--- config.mk ---
export PLATFORM = sky130hd
export DESIGN_NAME = rc_receiver_frame_decoder
export DESIGN_NICKNAME = d
export VERILOG_FILES = /design/src/rtl/rcfd_pkg.sv /design/src/rtl/rcfd_debounce.sv /design/src/rtl/rc_receiver_frame_decoder.sv
export SDC_FILE = /design/constraint.sdc
export NUM_CORES = 2
export LEC_CHECK = 0
export CAP_MARGIN = 10
export CORE_ASPECT_RATIO = 1.2
export CORE_UTILIZATION = 40
export CTS_BUF_LIST = sky130_fd_sc_hd__clkbuf_4 sky130_fd_sc_hd__clkbuf_8 sky130_fd_sc_hd__clkbuf_16
export CTS_CLUSTER_SIZE = 10
export DETAILED_ROUTE_END_ITERATION = 6
export DONT_BUFFER_PORTS = 1
export SLEW_MARGIN = 20
export SYNTH_ARGS = -nofsm -noshare
export SYNTH_HDL_FRONTEND = slang
export SYNTH_SLANG_ARGS = --single-unit
--- constraint.sdc ---
create_clock -name clk_i -period 5.07 [get_ports clk_i]
set_input_delay 0.507 -clock clk_i [delete_from_list [all_inputs] [get_ports clk_i]]
set_output_delay 0.507 -clock clk_i [all_outputs]
set_load 0.02 [all_outputs]
--- src/rtl/rcfd_pkg.sv ---
// Shared types, constants and helper functions of the remote-control frame decoder.
`timescale 1ns / 1ps
`default_nettype none

package rcfd_pkg;

  // Frame geometry
  localparam int FRAME_LEN   = 18;
  localparam int POS_W       = 5;
  localparam int NUM_KEYS    = 18;
  localparam int THR_W       = 16;
  localparam int CH_W        = 11;
  localparam int MOUSE_W     = 16;
  localparam int LIMIT_W     = 15;
  localparam int CFG_ADDR_W  = 3;
  localparam int CFG_DATA_W  = 16;
  localparam int TDATA_W     = 128;
  localparam int DEF_COUNTER_WIDTH = 16;

  localparam logic [POS_W-1:0] POS_LAST = POS_W'(FRAME_LEN - 1);
  localparam logic [POS_W-1:0] POS_MAX  = '1;

  // Register indexes on the configuration port
  localparam logic [CFG_ADDR_W-1:0] REG_DEBOUNCE_THR = 3'd0;
  localparam logic [CFG_ADDR_W-1:0] REG_SHORT_THR    = 3'd1;
  localparam logic [CFG_ADDR_W-1:0] REG_CHANNEL_LOW  = 3'd2;
  localparam logic [CFG_ADDR_W-1:0] REG_CHANNEL_HIGH = 3'd3;
  localparam logic [CFG_ADDR_W-1:0] REG_MOUSE_LIMIT  = 3'd4;

  // Reset values
  localparam logic [THR_W-1:0]   RST_DEBOUNCE_THR = 16'd5;
  localparam logic [THR_W-1:0]   RST_SHORT_THR    = 16'd3;
  localparam logic [CH_W-1:0]    RST_CHANNEL_LOW  = 11'd364;
  localparam logic [CH_W-1:0]    RST_CHANNEL_HIGH = 11'd1684;
  localparam logic [LIMIT_W-1:0] RST_MOUSE_LIMIT  = 15'd25000;
  localparam logic [CH_W-1:0]    CH_CENTER        = 11'd1024;
  localparam logic [1:0]         RST_SWITCH       = 2'd3;

  // Stick deadband, exclusive bounds
  localparam logic [CH_W-1:0] DEAD_LO = 11'd1020;
  localparam logic [CH_W-1:0] DEAD_HI = 11'd1028;

  // Mouse button byte value that means pressed
  localparam logic [7:0] BUTTON_DOWN = 8'd1;

  typedef enum logic [1:0] {
    STYLE_LATCH,
    STYLE_PULSE,
    STYLE_TOGGLE,
    STYLE_AUTO
  } key_style_e;

  typedef enum logic [1:0] {
    THR_MAIN,
    THR_SHORT,
    THR_ONE
  } thr_sel_e;

  // Per-key debounce style: W S A D shift ctrl Q E R F G Z X C V B, mouse left, right
  localparam key_style_e KEY_STYLE [NUM_KEYS] = '{
    STYLE_LATCH, STYLE_LATCH, STYLE_LATCH, STYLE_LATCH,
    STYLE_AUTO, STYLE_AUTO,
    STYLE_PULSE, STYLE_TOGGLE,
    STYLE_AUTO,
    STYLE_LATCH, STYLE_LATCH, STYLE_LATCH,
    STYLE_LATCH, STYLE_LATCH,
    STYLE_LATCH, STYLE_LATCH,
    STYLE_AUTO, STYLE_AUTO
  };

  localparam thr_sel_e KEY_THR [NUM_KEYS] = '{
    THR_MAIN, THR_MAIN, THR_MAIN, THR_MAIN, THR_MAIN, THR_MAIN,
    THR_MAIN, THR_MAIN, THR_MAIN, THR_MAIN, THR_MAIN, THR_MAIN,
    THR_SHORT, THR_SHORT, THR_MAIN, THR_MAIN, THR_ONE, THR_MAIN
  };

  // Thresholds handed to the debouncers
  typedef struct packed {
    logic [THR_W-1:0] thr_main;
    logic [THR_W-1:0] thr_short;
  } key_cfg_t;

  // Snap a stick value inside the deadband to center
  function automatic logic [CH_W-1:0] snap_stick(logic [CH_W-1:0] c);
    logic [CH_W-1:0] r;
    r = ((c > DEAD_LO) && (c < DEAD_HI)) ? CH_CENTER : c;
    return r;
  endfunction

  // Clamp a signed mouse axis to plus or minus the limit
  function automatic logic [MOUSE_W-1:0] clamp_mouse(logic [MOUSE_W-1:0] raw,
                                                     logic [LIMIT_W-1:0] lim);
    logic signed [MOUSE_W:0] v;
    logic signed [MOUSE_W:0] l;
    logic signed [MOUSE_W:0] r;
    v = signed'({raw[MOUSE_W-1], raw});
    l = signed'({2'b00, lim});
    r = v;
    if (v > l) begin
      r = l;
    end else if (v < -l) begin
      r = -l;
    end
    return r[MOUSE_W-1:0];
  endfunction

endpackage

`default_nettype wire

--- src/rtl/rcfd_debounce.sv ---
// Bank of key debouncers with per-key latch, pulse, toggle and auto-reset styles.
`timescale 1ns / 1ps
`default_nettype none

module rcfd_debounce #(
  parameter int COUNTER_WIDTH = rcfd_pkg::DEF_COUNTER_WIDTH
) (
  input  wire logic                           clk_i,
  input  wire logic                           rst_ni,
  input  wire logic                           update_i,
  input  wire logic [rcfd_pkg::NUM_KEYS-1:0]  pressed_i,
  input  wire rcfd_pkg::key_cfg_t             cfg_i,
  output logic      [rcfd_pkg::NUM_KEYS-1:0]  flags_o
);
  import rcfd_pkg::*;

  logic [COUNTER_WIDTH-1:0] cnt_q [NUM_KEYS];
  logic [COUNTER_WIDTH-1:0] cnt_d [NUM_KEYS];
  logic [NUM_KEYS-1:0]      flags_q;
  logic [NUM_KEYS-1:0]      flags_d;

  for (genvar k = 0; k < NUM_KEYS; k++) begin : g_key
    logic [THR_W-1:0]         thr;
    logic [COUNTER_WIDTH-1:0] inc;
    logic                     hit;

    // Pick this key's threshold
    always_comb begin
      unique case (KEY_THR[k])
        THR_MAIN:  thr = cfg_i.thr_main;
        THR_SHORT: thr = cfg_i.thr_short;
        default:   thr = THR_W'(1);
      endcase
    end

    assign inc = cnt_q[k] + COUNTER_WIDTH'(1);
    assign hit = (THR_W'(inc) == thr);

    // Advance count and flag by style
    always_comb begin
      cnt_d[k]   = cnt_q[k];
      flags_d[k] = flags_q[k];
      if (pressed_i[k]) begin
        cnt_d[k] = inc;
        unique case (KEY_STYLE[k])
          STYLE_LATCH:  if (hit) flags_d[k] = 1'b1;
          STYLE_PULSE:  flags_d[k] = hit;
          STYLE_TOGGLE: if (hit) flags_d[k] = ~flags_q[k];
          STYLE_AUTO: begin
            if (hit) begin
              flags_d[k] = 1'b1;
              cnt_d[k]   = '0;
            end
          end
        endcase
      end else begin
        if (KEY_STYLE[k] != STYLE_AUTO) cnt_d[k] = '0;
        if (KEY_STYLE[k] != STYLE_TOGGLE) flags_d[k] = 1'b0;
      end
    end

    always_ff @(posedge clk_i or negedge rst_ni) begin
      if (!rst_ni) begin
        cnt_q[k] <= '0;
      end else if (update_i) begin
        cnt_q[k] <= cnt_d[k];
      end
    end
  end

  always_ff @(posedge clk_i or negedge rst_ni) begin
    if (!rst_ni) begin
      flags_q <= '0;
    end else if (update_i) begin
      flags_q <= flags_d;
    end
  end

  assign flags_o = flags_q;

endmodule

`default_nettype wire

--- src/rtl/rc_receiver_frame_decoder.sv ---
// Top level: frame byte capture, decode, range check and held output values.
// The byte marked tlast sets a pending decode; the frame is decoded once the
// output register is free, and the result is registered onto the master side.
// Throughput: one byte per cycle; a pending decode stalls input only while the
// output transaction is held by the sink.
// Reset: asynchronous, active low; sticks and wheel go to center, switches to 3,
// mouse, key flags and counters to zero, registers to their defaults.
`timescale 1ns / 1ps
`default_nettype none

module rc_receiver_frame_decoder #(
  parameter int COUNTER_WIDTH = rcfd_pkg::DEF_COUNTER_WIDTH
) (
  input  wire logic                               clk_i,
  input  wire logic                               rst_ni,
  // Slave side
  input  wire logic                               s_axis_tvalid,
  output logic                                    s_axis_tready,
  input  wire logic [7:0]                         s_axis_tdata,  // rx_byte
  input  wire logic                               s_axis_tlast,  // frame_end
  // Master side
  output logic                                    m_axis_tvalid,
  input  wire logic                               m_axis_tready,
  // stick_right_h, stick_right_v, stick_left_h, stick_left_v, switch_left,
  // switch_right, wheel, mouse_dx, mouse_dy, mouse_dz, key_flags, zero pad
  output logic [rcfd_pkg::TDATA_W-1:0]            m_axis_tdata,
  output logic                                    m_axis_tuser,  // frame_valid
  // Configuration writes
  input  wire logic                               cfg_we_i,
  input  wire logic [rcfd_pkg::CFG_ADDR_W-1:0]    cfg_addr_i,
  input  wire logic [rcfd_pkg::CFG_DATA_W-1:0]    cfg_wdata_i
);
  import rcfd_pkg::*;

  // Configuration registers
  logic [THR_W-1:0]   dbn_thr_q;
  logic [THR_W-1:0]   short_thr_q;
  logic [CH_W-1:0]    ch_low_q;
  logic [CH_W-1:0]    ch_high_q;
  logic [LIMIT_W-1:0] mouse_lim_q;

  always_ff @(posedge clk_i or negedge rst_ni) begin
    if (!rst_ni) begin
      dbn_thr_q   <= RST_DEBOUNCE_THR;
      short_thr_q <= RST_SHORT_THR;
      ch_low_q    <= RST_CHANNEL_LOW;
      ch_high_q   <= RST_CHANNEL_HIGH;
      mouse_lim_q <= RST_MOUSE_LIMIT;
    end else if (cfg_we_i) begin
      unique case (cfg_addr_i)
        REG_DEBOUNCE_THR: dbn_thr_q   <= cfg_wdata_i;
        REG_SHORT_THR:    short_thr_q <= cfg_wdata_i;
        REG_CHANNEL_LOW:  ch_low_q    <= cfg_wdata_i[CH_W-1:0];
        REG_CHANNEL_HIGH: ch_high_q   <= cfg_wdata_i[CH_W-1:0];
        REG_MOUSE_LIMIT:  mouse_lim_q <= cfg_wdata_i[LIMIT_W-1:0];
        default: ;
      endcase
    end
  end

  // Handshake control
  logic in_acc;
  logic pend_q;
  logic pend_d;
  logic len_ok_q;
  logic len_ok_d;
  logic pend_fire;
  logic out_valid_q;
  logic out_valid_d;

  assign pend_fire     = pend_q && (!out_valid_q || m_axis_tready);
  assign s_axis_tready = !pend_q || pend_fire;
  assign in_acc        = s_axis_tvalid && s_axis_tready;

  // Byte capture
  logic [7:0]       frame_q [FRAME_LEN];
  logic [POS_W-1:0] pos_q;
  logic [POS_W-1:0] pos_d;

  always_ff @(posedge clk_i) begin
    if (in_acc && (pos_q < POS_W'(FRAME_LEN))) begin
      frame_q[pos_q] <= s_axis_tdata;
    end
  end

  always_comb begin
    pos_d    = pos_q;
    pend_d   = pend_q && !pend_fire;
    len_ok_d = len_ok_q;
    if (in_acc) begin
      if (s_axis_tlast) begin
        pos_d    = '0;
        pend_d   = 1'b1;
        len_ok_d = (pos_q == POS_LAST);
      end else if (pos_q != POS_MAX) begin
        pos_d = pos_q + POS_W'(1);
      end
    end
  end

  always_ff @(posedge clk_i or negedge rst_ni) begin
    if (!rst_ni) begin
      pos_q    <= '0;
      pend_q   <= 1'b0;
      len_ok_q <= 1'b0;
    end else begin
      pos_q    <= pos_d;
      pend_q   <= pend_d;
      len_ok_q <= len_ok_d;
    end
  end

  // Unpack the stored frame
  logic [CH_W-1:0]    ch [4];
  logic [1:0]         sw_l;
  logic [1:0]         sw_r;
  logic [CH_W-1:0]    wheel_raw;
  logic [MOUSE_W-1:0] mx_raw;
  logic [MOUSE_W-1:0] my_raw;
  logic [MOUSE_W-1:0] mz_raw;
  logic [NUM_KEYS-1:0] pressed;
  logic [3:0]          ch_ok;
  logic                frame_ok;
  logic                upd;

  always_comb begin
    ch[0]     = {frame_q[1][2:0], frame_q[0]};
    ch[1]     = {frame_q[2][5:0], frame_q[1][7:3]};
    ch[2]     = {frame_q[4][0], frame_q[3], frame_q[2][7:6]};
    ch[3]     = {frame_q[5][3:0], frame_q[4][7:1]};
    sw_l      = frame_q[5][7:6];
    sw_r      = frame_q[5][5:4];
    mx_raw    = {frame_q[7], frame_q[6]};
    my_raw    = {frame_q[9], frame_q[8]};
    mz_raw    = {frame_q[11], frame_q[10]};
    wheel_raw = {frame_q[17][2:0], frame_q[16]};
    pressed   = {frame_q[13] == BUTTON_DOWN, frame_q[12] == BUTTON_DOWN,
                 frame_q[15], frame_q[14]};
  end

  // Range check; sticks compared against both limits
  for (genvar i = 0; i < 4; i++) begin : g_chk
    assign ch_ok[i] = (ch[i] >= ch_low_q) && (ch[i] <= ch_high_q);
  end

  assign frame_ok = len_ok_q && (&ch_ok) && (sw_l != '0) && (sw_r != '0);
  assign upd      = pend_fire && frame_ok;

  // Held values double as the output register
  logic [CH_W-1:0]    stick_q [4];
  logic [CH_W-1:0]    wheel_q;
  logic [1:0]         sw_l_q;
  logic [1:0]         sw_r_q;
  logic [MOUSE_W-1:0] mx_q;
  logic [MOUSE_W-1:0] my_q;
  logic [MOUSE_W-1:0] mz_q;
  logic               fvalid_q;
  logic [NUM_KEYS-1:0] key_flags;

  always_ff @(posedge clk_i or negedge rst_ni) begin
    if (!rst_ni) begin
      for (int i = 0; i < 4; i++) stick_q[i] <= CH_CENTER;
      wheel_q <= CH_CENTER;
      sw_l_q  <= RST_SWITCH;
      sw_r_q  <= RST_SWITCH;
      mx_q    <= '0;
      my_q    <= '0;
      mz_q    <= '0;
    end else if (upd) begin
      for (int i = 0; i < 4; i++) stick_q[i] <= snap_stick(ch[i]);
      wheel_q <= wheel_raw;
      sw_l_q  <= sw_l;
      sw_r_q  <= sw_r;
      mx_q    <= clamp_mouse(mx_raw, mouse_lim_q);
      my_q    <= clamp_mouse(my_raw, mouse_lim_q);
      mz_q    <= mz_raw;
    end
  end

  key_cfg_t key_cfg;
  assign key_cfg.thr_main  = dbn_thr_q;
  assign key_cfg.thr_short = short_thr_q;

  rcfd_debounce #(
    .COUNTER_WIDTH (COUNTER_WIDTH)
  ) u_debounce (
    .clk_i     (clk_i),
    .rst_ni    (rst_ni),
    .update_i  (upd),
    .pressed_i (pressed),
    .cfg_i     (key_cfg),
    .flags_o   (key_flags)
  );

  // Output transaction valid and accept flag
  always_comb begin
    out_valid_d = out_valid_q && !m_axis_tready;
    if (pend_fire) out_valid_d = 1'b1;
  end

  always_ff @(posedge clk_i or negedge rst_ni) begin
    if (!rst_ni) begin
      out_valid_q <= 1'b0;
      fvalid_q    <= 1'b0;
    end else begin
      out_valid_q <= out_valid_d;
      if (pend_fire) fvalid_q <= frame_ok;
    end
  end

  assign m_axis_tvalid = out_valid_q;
  assign m_axis_tuser  = fvalid_q;
  assign m_axis_tdata  = {3'b000, key_flags, mz_q, my_q, mx_q, wheel_q, sw_r_q, sw_l_q,
                          stick_q[3], stick_q[2], stick_q[1], stick_q[0]};

`ifndef ASSERT_OFF
  // A new output transaction only follows a pending decode
  a_out_from_pend: assert property (@(posedge clk_i) disable iff (!rst_ni)
    $rose(out_valid_q) |-> $past(pend_q))
    else $error("output valid without pending decode");

  // An accepted frame always carries nonzero switches
  a_valid_switches: assert property (@(posedge clk_i) disable iff (!rst_ni)
    (m_axis_tvalid && m_axis_tuser) |-> ((sw_l_q != '0) && (sw_r_q != '0)))
    else $error("accepted frame with zero switch");

  // The byte marked last restarts the position count
  a_pos_restart: assert property (@(posedge clk_i) disable iff (!rst_ni)
    (in_acc && s_axis_tlast) |=> (pos_q == '0) && pend_q)
    else $error("position not restarted after last byte");
`endif

endmodule

`default_nettype wire

==> results.txt <==
The run finished with clean final reports. For the number of hold buffers added after cts, the log shows 26. The final net count is 4280. For the worst setup path, the data arrival time is 5.20 ns. TritonCTS built the clock tree. The total wirelength of the detailed-routed design is 120 mm. The tools report the row count as 124.

The tools report the total number of yosys warnings as 0. Quantity of I/O buffers inserted on ports: 0. The logs give 0 for the count of buffers added by post-CTS timing repair for setup and 4151 for the post-synthesis cell count.

For this run, design rule violations remaining after detail routing come to 0. The post-detailed-placement cell area was 39600 sq um; the ratio of total power to cell area was 322 nW/um^2. The number of iterations in the first detailed-routing pass was 5; the post-synthesis sequential area ratio was 42.9%. The critical setup path kind is reg2reg.

Via-per-instance ratio: 5.89. After routing the design area is 42600 sq um. The post-cts resize count is 0. The clock passes through at most 3 buffers. Setup repair after global routing left no endpoint under its margin. In this run the vertical extent of the chip is 342 um.

The run gives 0.454 ns as the worst-case setup margin in the final layout. The global routing usage summed across all routing layers is 24.4%. Yosys attributes the largest share of cell area to sky130_fd_sc_hd__dfrtp_1, sky130_fd_sc_hd__edfxtp_1, sky130_fd_sc_hd__xnor2_1. Data on the critical path is required at its endpoint by 5.66 ns. The synthesized area per cell is 9.27 sq um, and the HPWL after detailed placement is 78.1 mm. The number of pins exceeding their max-slew limit in the final report is 0.

Number of nets with antenna violations after detailed routing: 0. Dividing the final minimum period by the clock period gives 91.1%. For the total of endpoints with negative setup slack in the final report, the log shows 0. Entering global routing, the biggest net connects 492 pins. The run gives 0.0301 ns as the worst hold margin.

In this run, CTS created clock tree buffers numbering 76. The vias after detailed routing is 31800, and the number of enable-type register cells in the synthesized netlist is 139. Registers take 16500 sq um.

The number of hold-slack violations in the final timing report was 0. Of all cell types, the one taking the most synthesized area is sky130_fd_sc_hd__dfrtp_1. The type of the most critical hold path was in2reg. Measured on the finished design, the core utilization comes to 44.7%.

The shortest period the worst path allows came out at 4.62 ns. The die is 285 um wide. Max-cap violations in this run came to 0.

The total area inside the core boundary comes to 95300 sq um. At the placement stage, the worst setup path has a slack of 0.515 ns. Static timing analysis puts the maximum clock frequency at 0.217 GHz. In the synthesized netlist the async set-or-reset flop fraction comes to 77.9%. Share of final-layout standard cells stronger than drive strength 1: 8.26%. The number of antenna violations at the first check in global routing is 5, and the slew of the pin with the lowest slew margin is 1.11 ns. For the area taken by multi-input logic gates, the log shows 20700 sq um. The most common cell in the synthesized netlist is sky130_fd_sc_hd__nand2_1. The first global-routing pass estimated 185 mm of wire.

Compared with the post-synthesis result, the final layout area differs by 10.7%. The worst setup path is captured at a flop. The finished layout holds 5403 standard cells, fillers aside. The number of clock sinks seen by CTS came out at 630.

The flop and latch count out of synthesis works out to 630. Ranked by instance count, the synthesized netlist is headed by sky130_fd_sc_hd__nand2_1, sky130_fd_sc_hd__dfrtp_1, sky130_fd_sc_hd__o21ai_0, sky130_fd_sc_hd__xnor2_1, sky130_fd_sc_hd__nand3_1. The DRC violation total after the first TritonRoute iteration is 2560, and the number of different library cells in the post-synthesis netlist is 94.

The layout filler cell count is 9194, and the largest voltage drop on the vdd net is 271 uV. Power comes to 13.7 mW. The logs give 0 for the total congestion overflow after global routing and 0.65 ns for the clock latency on the worst-skew pair. Once the floorplan was initialized, standard cells occupied 40.4% of the core. The share of synthesized area in the top cell type comes to 30.0%. In this run the static leakage power is 17.2 nW.

The tools report the depth of the CTS H-tree as 3. For this run, the leading register cell type out of synthesis is sky130_fd_sc_hd__dfrtp_1. The post-synthesis instance area came out at 38500 sq um. The weighted congestion at the end of routability-driven global placement was 0.895; the largest fanout on the critical path was 14. During I/O placement, the number of pins put on the boundary was 164. The tools report the floorplan die area as 97500 sq um. The via count of the first global-routing pass was 30300; the clock transition at the registers of the reported paths was 0.06 ns.

The worst pin sits at a relative slew slack of 26.2%. The type of origin of the critical path was a flop. Clock tree synthesis selected as its root buffer the cell sky130_fd_sc_hd__clkbuf_16.

Counting tap cells, the placed design contains a total of 5227 instances. Between clock sinks in the finished design, the worst skew comes to 0.0319 ns. The average wire per standard cell came out at 22.2 um. In the final timing run, aggregate negative setup slack is 0 ns.
## registers in the layout, indices dropped and copies added, names as in the netlist, 2 cells and up
register and count:
wheel_q 11, sw_l_q 2, mx_q 16, u_debounce.flags_o 18, ch_low_q 11, ch_high_q 11, u_debounce.cnt_q 288, my_q 16
mouse_lim_q 15, dbn_thr_q 16, pos_q 5, m_axis_tdata 44, frame_q 139, sw_r_q 2, mz_q 16, short_thr_q 16
## worst max-delay path, stage by stage, from the launching register on
cell and delay (ns):
sky130_fd_sc_hd__dfrtp_1 0.41, sky130_fd_sc_hd__inv_1 0.14, sky130_fd_sc_hd__ha_1 0.20, sky130_fd_sc_hd__nand2b_1 0.17, sky130_fd_sc_hd__or4_1 0.71, sky130_fd_sc_hd__o41ai_1 0.26
sky130_fd_sc_hd__o21ai_0 0.27, sky130_fd_sc_hd__ha_1 0.37, sky130_fd_sc_hd__a21o_1 0.16, sky130_fd_sc_hd__a2111oi_0 0.55, sky130_fd_sc_hd__nand2_1 0.11, sky130_fd_sc_hd__a2bb2oi_1 0.16
sky130_fd_sc_hd__a22o_1 0.42, sky130_fd_sc_hd__or4b_1 0.54, sky130_fd_sc_hd__nand3_1 0.09
## metal layers
metal | wire [um] | up-vias | track usage (%)
met5 | 13 | - | 0
met4 | 4860 | 2 | 10.6
met3 | 7910 | 229 | 4.77
met2 | 57600 | 932 | 40.4
met1 | 49700 | 15800 | 30.8
li1 | - | 14900 | -
## final timing paths
kind                                                 start                           endpoint  slack, ns  cells after the start
worst max-delay path            mouse_lim_q[1]$_DFFE_PN0P_               mx_q[15]$_DFFE_PN0P_       0.45                     14
max in group asynchronous                           rst_ni   u_debounce.cnt_q[99]$_DFFE_PN0P_       2.29                      5
worst max register to register  mouse_lim_q[1]$_DFFE_PN0P_               mx_q[15]$_DFFE_PN0P_       0.45                     14
min in group asynchronous                           rst_ni  u_debounce.cnt_q[157]$_DFFE_PN0P_       0.41                      2
worst min register to register    frame_q[11][6]$_DFFE_PP_               mz_q[14]$_DFFE_PN0P_       0.44                      2
worst min-delay path                        cfg_wdata_i[5]           ch_high_q[5]$_DFFE_PN0P_       0.03                      1
## cell families (layout without fill, tap and decap cells)
logic type,count (synthesis),after routing,share of synthesized area (%)
other,1,7,0.00974
AND/OR/NAND/NOR,1599,1599,20.8
buffers and inverters,350,336,3.55
AO/OA/AOI/OAI,921,921,15.9
flip-flops,630,630,42.9
multiplexers,56,56,1.60
XOR/XNOR,421,421,9.60
adder cells (fa/ha/maj),173,173,5.61
## power breakdown
part	internal (mW)	total (mW)	leakage (nW)	switching [mW]
combinational	0.982	2.53	8.10	1.55
sequential	5.40	5.71	7.79	0.314
clock	3.27	5.49	1.28	2.22
total	9.65	13.7	17.2	4.09
## cell type report
cell class / instances / area share, %
multi-input combinational: 3173 / 48.6
sequential: 630 / 38.7
clock buffer: 134 / 5.72
tap: 1260 / 3.70
timing repair buffer: 83 / 2.09
inverter: 112 / 0.987
clock inverter: 7 / 0.156
antenna: 4 / 0.0235
## placed cells by master, fill, tap and decap left out, types with 83 or more instances in the layout
cell type and count:
sky130_fd_sc_hd__o31ai_1 126, sky130_fd_sc_hd__dfrtp_1 460, sky130_fd_sc_hd__inv_1 110, sky130_fd_sc_hd__nor2b_1 86, sky130_fd_sc_hd__ha_1 171, sky130_fd_sc_hd__nand3_1 254
sky130_fd_sc_hd__nor2_1 193, sky130_fd_sc_hd__and2_1 92, sky130_fd_sc_hd__o21ai_0 342, sky130_fd_sc_hd__nand4_1 93, sky130_fd_sc_hd__nand2_1 517, sky130_fd_sc_hd__xor2_1 147
sky130_fd_sc_hd__xnor2_1 273, sky130_fd_sc_hd__a21oi_1 83, sky130_fd_sc_hd__edfxtp_1 139
Note: power is estimated with default switching activity, not from simulation.
